--- config.mk ---
export PLATFORM = sky130hd
export DESIGN_NAME = strict_priority_multilevel_queue_unit
export DESIGN_NICKNAME = d
export VERILOG_FILES = /design/src/hw/rtl/spmq_pkg.sv /design/src/hw/rtl/spmq_ram.sv /design/src/hw/rtl/spmq_front.sv /design/src/hw/rtl/spmq_back.sv /design/src/hw/rtl/strict_priority_multilevel_queue_unit.sv
export SDC_FILE = /design/constraint.sdc
export NUM_CORES = 2
export LEC_CHECK = 0
export BUFFER_PORTS_ARGS = -buffer_cell sky130_fd_sc_hd__buf_2
export CELL_PAD_IN_SITES_DETAIL_PLACEMENT = 0
export CELL_PAD_IN_SITES_GLOBAL_PLACEMENT = 1
export CORE_MARGIN = 2
export CORE_UTILIZATION = 55
export DETAILED_ROUTE_END_ITERATION = 6
export PLACE_DENSITY = 0.91
export REMOVE_ABC_BUFFERS = 1
export SKIP_LAST_GASP = 1
export SLEW_MARGIN = 20
export SYNTH_ARGS = -nofsm -noshare
export SYNTH_HDL_FRONTEND = slang
export SYNTH_HIERARCHICAL = 1
export SYNTH_SLANG_ARGS = --single-unit
--- constraint.sdc ---
create_clock -name clk -period 6 [get_ports clk]
set_input_delay 0.3 -clock clk [delete_from_list [all_inputs] [get_ports clk]]
set_output_delay 0.3 -clock clk [all_outputs]
set_load 0.05 [all_outputs]
--- src/hw/rtl/spmq_pkg.sv ---
// Shared types, field widths and codes for the strict-priority queue.
// No dependencies; the front end, back end and top level import this package.
`timescale 1ns / 1ps

package spmq_pkg;

    // Default configuration handed to the top level parameters
    localparam int DEF_LEVEL_DEPTH = 16;
    localparam int DEF_LEVELS      = 3;
    localparam int DEF_VALUE_WIDTH = 32;

    // Fixed widths of the transfer fields
    localparam int VALUE_FIELD_W = 32;
    localparam int PRIO_W        = 2;
    localparam int STATUS_W      = 2;
    localparam int COUNT_FIELD_W = 5;
    localparam int TOTAL_FIELD_W = 6;
    localparam int SHOWN_LEVELS  = 3;

    // Command queue between front and back
    localparam int QUEUE_DEPTH = 2;
    localparam int QPTR_W      = $clog2(QUEUE_DEPTH);
    localparam int QCNT_W      = $clog2(QUEUE_DEPTH + 1);

    // Command codes
    localparam logic CMD_INSERT = 1'b0;
    localparam logic CMD_POP    = 1'b1;

    // Status codes
    localparam logic [STATUS_W-1:0] ST_OK       = 2'd0;
    localparam logic [STATUS_W-1:0] ST_EMPTY    = 2'd1;
    localparam logic [STATUS_W-1:0] ST_FULL     = 2'd2;
    localparam logic [STATUS_W-1:0] ST_BAD_PRIO = 2'd3;

    typedef struct packed {
        logic                            command;
        logic signed [VALUE_FIELD_W-1:0] item_value;
        logic [PRIO_W-1:0]               item_priority;
    } request_t;

    typedef struct packed {
        logic [STATUS_W-1:0]             status;
        logic signed [VALUE_FIELD_W-1:0] popped_value;
        logic [PRIO_W-1:0]               popped_priority;
        logic signed [VALUE_FIELD_W-1:0] head_value;
        logic [PRIO_W-1:0]               head_priority;
        logic                            queue_empty;
        logic [TOTAL_FIELD_W-1:0]        total_count;
        logic [COUNT_FIELD_W-1:0]        low_count;
        logic [COUNT_FIELD_W-1:0]        medium_count;
        logic [COUNT_FIELD_W-1:0]        high_count;
    } result_t;

    // Classified operation passed from front to back
    typedef enum logic [1:0] {
        OP_INSERT,
        OP_POP,
        OP_BAD_PRIO
    } op_kind_t;

    typedef struct packed {
        op_kind_t                        kind;
        logic [PRIO_W-1:0]               level;
        logic signed [VALUE_FIELD_W-1:0] value;
    } op_t;

endpackage

--- src/hw/rtl/spmq_ram.sv ---
// Generic single-write, single-read RAM with registered read data.
// No dependencies.
`timescale 1ns / 1ps

module spmq_ram #(
    parameter int WIDTH = 32,
    parameter int DEPTH = 48
) (
    input  logic                     clk,
    input  logic                     we,
    input  logic [$clog2(DEPTH)-1:0] waddr,
    input  logic [WIDTH-1:0]         wdata,
    input  logic [$clog2(DEPTH)-1:0] raddr,
    output logic [WIDTH-1:0]         rdata
);

    logic [WIDTH-1:0] mem [DEPTH];
    logic [WIDTH-1:0] rdata_reg;

    // Write port and registered read port
    always_ff @(posedge clk)
    begin
        if (we)
        begin
            mem[waddr] <= wdata;
        end
        rdata_reg <= mem[raddr];
    end

    assign rdata = rdata_reg;

endmodule

--- src/hw/rtl/spmq_front.sv ---
// Front end: takes command transfers, classifies them and queues them for the back end.
// Depends on spmq_pkg.
`timescale 1ns / 1ps

module spmq_front
    import spmq_pkg::*;
#(
    parameter int LEVELS = DEF_LEVELS
) (
    input  logic     clk,
    input  logic     rst_n,
    input  logic     start,
    output logic     busy,
    input  request_t request,
    output logic     op_valid,
    output op_t      op,
    input  logic     op_take
);

    op_t               q_reg [QUEUE_DEPTH];
    logic [QPTR_W-1:0] wr_ptr_reg, wr_ptr_next;
    logic [QPTR_W-1:0] rd_ptr_reg, rd_ptr_next;
    logic [QCNT_W-1:0] fill_reg, fill_next;
    logic              push;
    op_t               op_in;

    // Classify the incoming command
    always_comb
    begin
        op_in.level = request.item_priority;
        op_in.value = request.item_value;
        if (request.command == CMD_POP)
        begin
            op_in.kind = OP_POP;
        end
        else if (32'(request.item_priority) >= 32'(LEVELS))
        begin
            op_in.kind = OP_BAD_PRIO;
        end
        else
        begin
            op_in.kind = OP_INSERT;
        end
    end

    assign busy     = (fill_reg == QCNT_W'(QUEUE_DEPTH));
    assign push     = start && !busy;
    assign op_valid = (fill_reg != '0);
    assign op       = q_reg[rd_ptr_reg];

    // Advance pointers and fill level
    always_comb
    begin
        wr_ptr_next = wr_ptr_reg;
        rd_ptr_next = rd_ptr_reg;
        fill_next   = fill_reg;
        if (push)
        begin
            wr_ptr_next = (wr_ptr_reg == QPTR_W'(QUEUE_DEPTH - 1)) ? '0 : wr_ptr_reg + 1'b1;
        end
        if (op_take)
        begin
            rd_ptr_next = (rd_ptr_reg == QPTR_W'(QUEUE_DEPTH - 1)) ? '0 : rd_ptr_reg + 1'b1;
        end
        if (push && !op_take)
        begin
            fill_next = fill_reg + 1'b1;
        end
        else if (!push && op_take)
        begin
            fill_next = fill_reg - 1'b1;
        end
    end

    always_ff @(posedge clk or negedge rst_n)
    begin
        if (!rst_n)
        begin
            wr_ptr_reg <= '0;
            rd_ptr_reg <= '0;
            fill_reg   <= '0;
        end
        else
        begin
            wr_ptr_reg <= wr_ptr_next;
            rd_ptr_reg <= rd_ptr_next;
            fill_reg   <= fill_next;
        end
    end

    // Hold queued operations
    always_ff @(posedge clk)
    begin
        if (push)
        begin
            q_reg[wr_ptr_reg] <= op_in;
        end
    end

endmodule

--- src/hw/rtl/spmq_back.sv ---
// Back end: carries out queued operations on the per-level FIFOs and builds each result.
// Depends on spmq_pkg; drives the entry RAM instanced at the top level.
`timescale 1ns / 1ps

module spmq_back
    import spmq_pkg::*;
#(
    parameter int LEVEL_DEPTH = DEF_LEVEL_DEPTH,
    parameter int LEVELS      = DEF_LEVELS,
    parameter int VALUE_WIDTH = DEF_VALUE_WIDTH
) (
    input  logic                                   clk,
    input  logic                                   rst_n,
    input  logic                                   op_valid,
    input  op_t                                    op,
    output logic                                   op_take,
    output logic                                   ram_we,
    output logic [$clog2(LEVELS*LEVEL_DEPTH)-1:0]  ram_waddr,
    output logic [VALUE_WIDTH-1:0]                 ram_wdata,
    output logic [$clog2(LEVELS*LEVEL_DEPTH)-1:0]  ram_raddr,
    input  logic [VALUE_WIDTH-1:0]                 ram_rdata,
    output logic                                   done,
    output result_t                                result
);

    localparam int ADDR_W = $clog2(LEVELS * LEVEL_DEPTH);
    localparam int LVL_W  = $clog2(LEVELS);
    localparam int PTR_W  = $clog2(LEVEL_DEPTH);
    localparam int CNT_W  = $clog2(LEVEL_DEPTH + 1);
    localparam int TOT_W  = $clog2(LEVELS * LEVEL_DEPTH + 1);

    typedef enum logic [1:0] {
        S_IDLE,
        S_EXEC,
        S_FETCH,
        S_HEAD
    } state_t;

    state_t                     state_reg, state_next;
    op_t                        op_reg, op_next;
    logic [STATUS_W-1:0]        status_reg, status_next;
    logic                       pop_ok_reg, pop_ok_next;
    logic [LVL_W-1:0]           pop_lvl_reg, pop_lvl_next;
    logic [VALUE_FIELD_W-1:0]   popped_reg, popped_next;
    logic                       done_reg, done_next;
    result_t                    result_reg, result_next;

    logic [PTR_W-1:0]           rp_reg [LEVELS];
    logic [PTR_W-1:0]           rp_next [LEVELS];
    logic [PTR_W-1:0]           wp_reg [LEVELS];
    logic [PTR_W-1:0]           wp_next [LEVELS];
    logic [CNT_W-1:0]           cnt_reg [LEVELS];
    logic [CNT_W-1:0]           cnt_next [LEVELS];
    logic [TOT_W-1:0]           total_reg, total_next;

    logic                       any_entry;
    logic [LVL_W-1:0]           top_lvl;
    logic [LVL_W-1:0]           op_lvl;
    logic                       lvl_full;
    logic                       do_insert;
    logic                       do_pop;
    logic [COUNT_FIELD_W-1:0]   shown [SHOWN_LEVELS];

    function automatic logic [ADDR_W-1:0] addr_of(input logic [LVL_W-1:0] lvl,
                                                  input logic [PTR_W-1:0] ptr);
        return ADDR_W'(32'(lvl) * LEVEL_DEPTH) + ADDR_W'(ptr);
    endfunction

    function automatic logic [PTR_W-1:0] advance(input logic [PTR_W-1:0] ptr);
        return (ptr == PTR_W'(LEVEL_DEPTH - 1)) ? '0 : ptr + 1'b1;
    endfunction

    // Find the highest non-empty level
    always_comb
    begin
        any_entry = 1'b0;
        top_lvl   = '0;
        for (int l = 0; l < LEVELS; l++)
        begin
            if (cnt_reg[l] != '0)
            begin
                any_entry = 1'b1;
                top_lvl   = LVL_W'(l);
            end
        end
    end

    assign op_lvl    = LVL_W'(op_reg.level);
    assign lvl_full  = (cnt_reg[op_lvl] == CNT_W'(LEVEL_DEPTH));
    assign do_insert = (state_reg == S_EXEC) && (op_reg.kind == OP_INSERT) && !lvl_full;
    assign do_pop    = (state_reg == S_EXEC) && (op_reg.kind == OP_POP) && any_entry;

    // Entry RAM: write on insert, always read the current head slot
    assign ram_we    = do_insert;
    assign ram_waddr = addr_of(op_lvl, wp_reg[op_lvl]);
    assign ram_wdata = VALUE_WIDTH'(op_reg.value);
    assign ram_raddr = addr_of(top_lvl, rp_reg[top_lvl]);

    // Update level pointers and counts
    always_comb
    begin
        rp_next    = rp_reg;
        wp_next    = wp_reg;
        cnt_next   = cnt_reg;
        total_next = total_reg;
        if (do_insert)
        begin
            wp_next[op_lvl]  = advance(wp_reg[op_lvl]);
            cnt_next[op_lvl] = cnt_reg[op_lvl] + 1'b1;
            total_next       = total_reg + 1'b1;
        end
        if (do_pop)
        begin
            rp_next[top_lvl]  = advance(rp_reg[top_lvl]);
            cnt_next[top_lvl] = cnt_reg[top_lvl] - 1'b1;
            total_next        = total_reg - 1'b1;
        end
    end

    always_ff @(posedge clk or negedge rst_n)
    begin
        if (!rst_n)
        begin
            for (int l = 0; l < LEVELS; l++)
            begin
                rp_reg[l]  <= '0;
                wp_reg[l]  <= '0;
                cnt_reg[l] <= '0;
            end
            total_reg <= '0;
        end
        else
        begin
            rp_reg    <= rp_next;
            wp_reg    <= wp_next;
            cnt_reg   <= cnt_next;
            total_reg <= total_next;
        end
    end

    // Per-level counts as reported; missing levels read zero
    always_comb
    begin
        for (int k = 0; k < SHOWN_LEVELS; k++)
        begin
            shown[k] = '0;
        end
        for (int l = 0; l < LEVELS && l < SHOWN_LEVELS; l++)
        begin
            shown[l] = COUNT_FIELD_W'(cnt_reg[l]);
        end
    end

    // Sequence each operation: execute, collect popped value, collect head
    always_comb
    begin
        state_next   = state_reg;
        op_next      = op_reg;
        status_next  = status_reg;
        pop_ok_next  = pop_ok_reg;
        pop_lvl_next = pop_lvl_reg;
        popped_next  = popped_reg;
        done_next    = 1'b0;
        result_next  = result_reg;
        op_take      = 1'b0;

        unique case (state_reg)
            S_IDLE:
            begin
                if (op_valid)
                begin
                    op_take    = 1'b1;
                    op_next    = op;
                    state_next = S_EXEC;
                end
            end
            S_EXEC:
            begin
                pop_ok_next  = do_pop;
                pop_lvl_next = top_lvl;
                unique case (op_reg.kind)
                    OP_BAD_PRIO: status_next = ST_BAD_PRIO;
                    OP_INSERT:   status_next = lvl_full ? ST_FULL : ST_OK;
                    OP_POP:      status_next = any_entry ? ST_OK : ST_EMPTY;
                    default:     status_next = ST_OK;
                endcase
                state_next = S_FETCH;
            end
            S_FETCH:
            begin
                popped_next = pop_ok_reg ? VALUE_FIELD_W'(ram_rdata) : '0;
                state_next  = S_HEAD;
            end
            S_HEAD:
            begin
                result_next.status          = status_reg;
                result_next.popped_value    = popped_reg;
                result_next.popped_priority = pop_ok_reg ? PRIO_W'(pop_lvl_reg) : '0;
                result_next.head_value      = any_entry ? VALUE_FIELD_W'(ram_rdata) : '0;
                result_next.head_priority   = any_entry ? PRIO_W'(top_lvl) : '0;
                result_next.queue_empty     = !any_entry;
                result_next.total_count     = TOTAL_FIELD_W'(total_reg);
                result_next.low_count       = shown[0];
                result_next.medium_count    = shown[1];
                result_next.high_count      = shown[2];
                done_next                   = 1'b1;
                if (op_valid)
                begin
                    op_take    = 1'b1;
                    op_next    = op;
                    state_next = S_EXEC;
                end
                else
                begin
                    state_next = S_IDLE;
                end
            end
            default:
            begin
                state_next = S_IDLE;
            end
        endcase
    end

    always_ff @(posedge clk or negedge rst_n)
    begin
        if (!rst_n)
        begin
            state_reg   <= S_IDLE;
            op_reg      <= '0;
            status_reg  <= ST_OK;
            pop_ok_reg  <= 1'b0;
            pop_lvl_reg <= '0;
            popped_reg  <= '0;
            done_reg    <= 1'b0;
            result_reg  <= '0;
        end
        else
        begin
            state_reg   <= state_next;
            op_reg      <= op_next;
            status_reg  <= status_next;
            pop_ok_reg  <= pop_ok_next;
            pop_lvl_reg <= pop_lvl_next;
            popped_reg  <= popped_next;
            done_reg    <= done_next;
            result_reg  <= result_next;
        end
    end

    assign done   = done_reg;
    assign result = result_reg;

endmodule

--- src/hw/rtl/strict_priority_multilevel_queue_unit.sv ---
// Top level of the strict-priority multilevel queue: front end, command queue, back end, RAM.
// Depends on spmq_pkg, spmq_ram, spmq_front and spmq_back.
//
//  channel   signals                  transfer when
//  command   start, busy, request     start high and busy low at the clock edge
//  result    done, result             done high; one cycle, receiver cannot stall
//
// In the back end a command goes through execute, fetch popped entry and fetch head, in that
// order, since the entry RAM has a single read port; done is registered after the fetch
// head step. A two-entry command queue takes further commands meanwhile; busy is high
// while it is full. Reset clears all levels at once; RAM contents are never read unwritten.
`timescale 1ns / 1ps

module strict_priority_multilevel_queue_unit
    import spmq_pkg::*;
#(
    parameter int LEVEL_DEPTH = DEF_LEVEL_DEPTH,
    parameter int LEVELS      = DEF_LEVELS,
    parameter int VALUE_WIDTH = DEF_VALUE_WIDTH
) (
    input  logic     clk,
    input  logic     rst_n,
    input  logic     start,
    output logic     busy,
    input  request_t request,
    output logic     done,
    output result_t  result
);

    localparam int STORE_DEPTH = LEVELS * LEVEL_DEPTH;
    localparam int ADDR_W      = $clog2(STORE_DEPTH);

    logic                   op_valid;
    op_t                    op;
    logic                   op_take;
    logic                   ram_we;
    logic [ADDR_W-1:0]      ram_waddr;
    logic [VALUE_WIDTH-1:0] ram_wdata;
    logic [ADDR_W-1:0]      ram_raddr;
    logic [VALUE_WIDTH-1:0] ram_rdata;

    spmq_front #(
        .LEVELS (LEVELS)
    ) u_front (
        .clk      (clk),
        .rst_n    (rst_n),
        .start    (start),
        .busy     (busy),
        .request  (request),
        .op_valid (op_valid),
        .op       (op),
        .op_take  (op_take)
    );

    spmq_back #(
        .LEVEL_DEPTH (LEVEL_DEPTH),
        .LEVELS      (LEVELS),
        .VALUE_WIDTH (VALUE_WIDTH)
    ) u_back (
        .clk       (clk),
        .rst_n     (rst_n),
        .op_valid  (op_valid),
        .op        (op),
        .op_take   (op_take),
        .ram_we    (ram_we),
        .ram_waddr (ram_waddr),
        .ram_wdata (ram_wdata),
        .ram_raddr (ram_raddr),
        .ram_rdata (ram_rdata),
        .done      (done),
        .result    (result)
    );

    spmq_ram #(
        .WIDTH (VALUE_WIDTH),
        .DEPTH (STORE_DEPTH)
    ) u_store (
        .clk   (clk),
        .we    (ram_we),
        .waddr (ram_waddr),
        .wdata (ram_wdata),
        .raddr (ram_raddr),
        .rdata (ram_rdata)
    );

endmodule
==> impl_metrics.csv <==
group,metric,value,unit
yosys,async_flop_share,11.69,%
min_path,min-delay-path-class,"in2async",
worst_setup_path,cp_slowest_cell,"nor2_4",
floorplanning,rows,133,
timing,hold_viol_final,0,
timing,finalSetupTns,0,ns
floorplanning,die_w,367.4,um
yosys,synth.most_common_cell,"edfxtp_1",
timing,finClkSkew,0.03504,ns
clock_tree,cts_buffers,179,
final_layout,syn_to_final_growth,12.49,%
clock_tree,h-tree-depth,4,
worst_setup_path,max_stage_delay,0.96,ns
floorplanning,num_io_pins,132,
global_route,grt.total_usage,25.37,%
timing,grt_setup_unrepaired,"false",
final_layout,layout.cells.non_filler,5988,
floorplanning,die-area,135000,um2
yosys,synth_edf_count,1608,
placed_design,dp_hpwl,95620,um
final_layout,drive_above_1_share,22.36,%
global_route,antenna_found_initial,3,
worst_setup_path,cp-start-kind,"register",
yosys,synthTopCellsByCount,"edfxtp_1 (1608), mux2i_1 (547), dfrtp_1 (217), mux4_2 (160), a22oi_1 (128)",
timing,finalCritPeriodShare,78.64,%
floorplanning,coreArea,131300,um2
timing,relSlewSlack,25.26,%
detailed_routing,totalWireLength,171400,um
run_status,status,"finished clean",
placed_design,dp.cells,5611,
global_route,grt_overflow,0,
timing,tightest_slew,1.121,ns
yosys,post-synth-top-area-cell,"edfxtp_1",
clock_tree,cts_root_buf,"clkbuf_16",
clock_tree,clock_latency,0.81,ns
detailed_routing,vias_per_cell,6.291,
timing,layout_min_cycle_time,4.718,ns
placed_design,placed_cell_area,75480,um2
clock_tree,cts_hold_buf,37,
floorplanning,fp.dieH,367.4,um
final_layout,final_area,81690,um2
clock_tree,post_cts_buffers,0,
yosys,synth.distinct_cells,65,
yosys,synth_area_per_cell,18.79,um2
detailed_routing,vias,37672,
yosys,netlist_area,72620,um2
clock_tree,cts_tree,"built",
detailed_routing,ant_nets,0,
yosys,synth_seq_area_share,74.85,%
global_route,grt_pass1_vias,38405,
clock_tree,cts_buffer_depth,3,
yosys,synth_cells,3865,
final_layout,nFillCells,8685,
detailed_routing,avgRoutedWirePerCell,28.63,um
timing,holdWs,0.1373,ns
worst_setup_path,cp_max_fo,32,
final_layout,finalNetCount,4125,
worst_setup_path,cp.arrival,5.11,ns
timing,finalSetupViolations,0,
global_route,grt_pass1_wl,250600,um
yosys,ys_ff_latch,1857,
clock_tree,cts.sinks,1857,
worst_setup_path,crit_path_end_kind,"register",
worst_setup_path,cp_cell_sequence,"nor2b_1, o2bb2ai_1, inv_1, ha_1, o211ai_1, o311ai_4, inv_1, nor2b_1, nand3_1, nor2_4",
detailed_routing,drt_iter0_markers,4542,
timing,slew_violations,0,
clock_tree,clk_pin_slew,0.06,ns
run,cap_violations,0,
placed_design,place_congestion,0.8526,
timing,fmax,211.9,MHz
pwr,ir_drop,0.6659,mV
detailed_routing,drc_errors,0,
clock_tree,cts_resized,0,
pwr,cellPowerDensity,584.0,nW/um2
pwr,p_leak,28.52,nW
yosys,synthTopCellsByArea,"edfxtp_1 (66%), mux2i_1 (7.5%), dfrtp_1 (7.5%), mux4_2 (5.0%), mux2_2 (1.8%)",
floorplanning,initial_core_util,55.31,%
placed_design,port_buffers,131,
yosys,synth_ff_type,"edfxtp_1",
yosys,ys_warn_count,6,
worst_setup_path,cp.required,6.40,ns
detailed_routing,drt_pass1_iterations,7,
yosys,synth_top_cell_area_share,66.49,%
final_layout,largest_reg_flops,1536,
global_route,grt_max_degree,132,
worst_setup_path,crit_type,"reg2reg",
==> kinds of logic after synthesis <==
logic type	synth area share, %
AO/OA/AOI/OAI	5.419
AND/OR/NAND/NOR	1.733
flip-flops	74.85
adder cells (fa/ha/maj)	0.2068
buffers and inverters	2.619
XOR/XNOR	0.2533
multiplexers	14.92
==> final timing paths <==
check | from | endpoint | slack (ns) | cells after the start
min in group clk | request[28] | u_front/q_reg[0][26]$_DFFE_PP_ | 0.24 | 2
setup / recovery | u_back/op_lvl[1]$_DFFE_PN0P_ | u_store/mem[13][16]$_DFFE_PP_ | 1.28 | 10
hold / removal | rst_n | u_back/ram_wdata[21]$_DFFE_PN0P_ | 0.14 | 2
max in group asynchronous | rst_n | u_back/result[52]$_DFFE_PN0P_ | 4.59 | 3
setup reg to reg | u_back/op_lvl[1]$_DFFE_PN0P_ | u_store/mem[13][16]$_DFFE_PP_ | 1.28 | 10
hold reg to reg | u_store/rdata[7]$_DFF_P_ | u_back/result[31]$_DFFE_PN0P_ | 0.46 | 2
==> final cells by class <==
cell class                 count  area, um2  area share, %
tap                         1755       2196          2.688
antenna                        2      5.005       0.006127
timing repair buffer         286       2147          2.628
multi-input combinational   1667      16830          20.60
clock buffer                 266       5172          6.332
sequential                  1857      54390          66.58
inverter                      84      317.8         0.3890
clock inverter                71      633.1         0.7750
==> per-layer routing <==
layer  share of wire, %  track usage [%]  wire, um  vias up
li1                   -                -         -    15871
met1                 37            33.52     64100    19482
met2                 49            40.99     83800     1991
met3                 11            6.742     18110      326
met4                3.1            8.827      5397        2
met5             0.0093                0        16        -
==> critical path, delay by kind of cell (launching register included) <==
family	cells	cell delay, ns
adders and majority gates	1	0.20
DFF	1	0.69
buffers and inverters	2	0.42
and+or+nand+nor	4	2.38
AOI/OAI and AO/OA	3	0.60
==> placed cells by master (no fill, tap or decap), types with 20 or more instances in the layout <==
| cell type | count |
|---|---|
| dlygate4sd3_1 | 37 |
| clkbuf_1 | 56 |
| dfrtp_1 | 194 |
| clkbuf_8 | 26 |
| buf_2 | 130 |
| mux2_2 | 113 |
| o21ai_0 | 51 |
| a22o_1 | 64 |
| mux4_2 | 160 |
| mux2_4 | 32 |
| a21oi_1 | 81 |
| clkbuf_16 | 184 |
| nand2_1 | 94 |
| o41ai_2 | 32 |
| clkinv_2 | 20 |
| o22ai_1 | 64 |
| buf_4 | 100 |
| nand3_1 | 46 |
| nor2_1 | 23 |
| dfxtp_1 | 32 |
| inv_1 | 82 |
| a22oi_1 | 128 |
| edfxtp_1 | 1608 |
| nor2_4 | 46 |
| mux2i_1 | 547 |
| clkinv_1 | 24 |
| dfrtp_2 | 21 |
| a221oi_1 | 65 |
==> metrics by stage <==
stage	power (mW)	setup WS (ns)	utilization, %
2_1_floorplan	27.47	-52.05	-
3_3_place_gp	35.91	1.481	57.49
3_5_place_dp	36.40	1.375	57.49
4_1_cts	47.64	1.337	62.19
5_1_grt	49.37	1.030	62.21
6_report	47.70	1.282	62.22
==> report_power, final <==
| group | internal [mW] | switching, mW |
|---|---|---|
| Sequential | 16.7 | 1.87 |
| Combinational | 6.96 | 11.1 |
| Clock | 6.33 | 4.74 |
| Total | 30.0 | 17.7 |
Power figures use the tool's default switching activity.
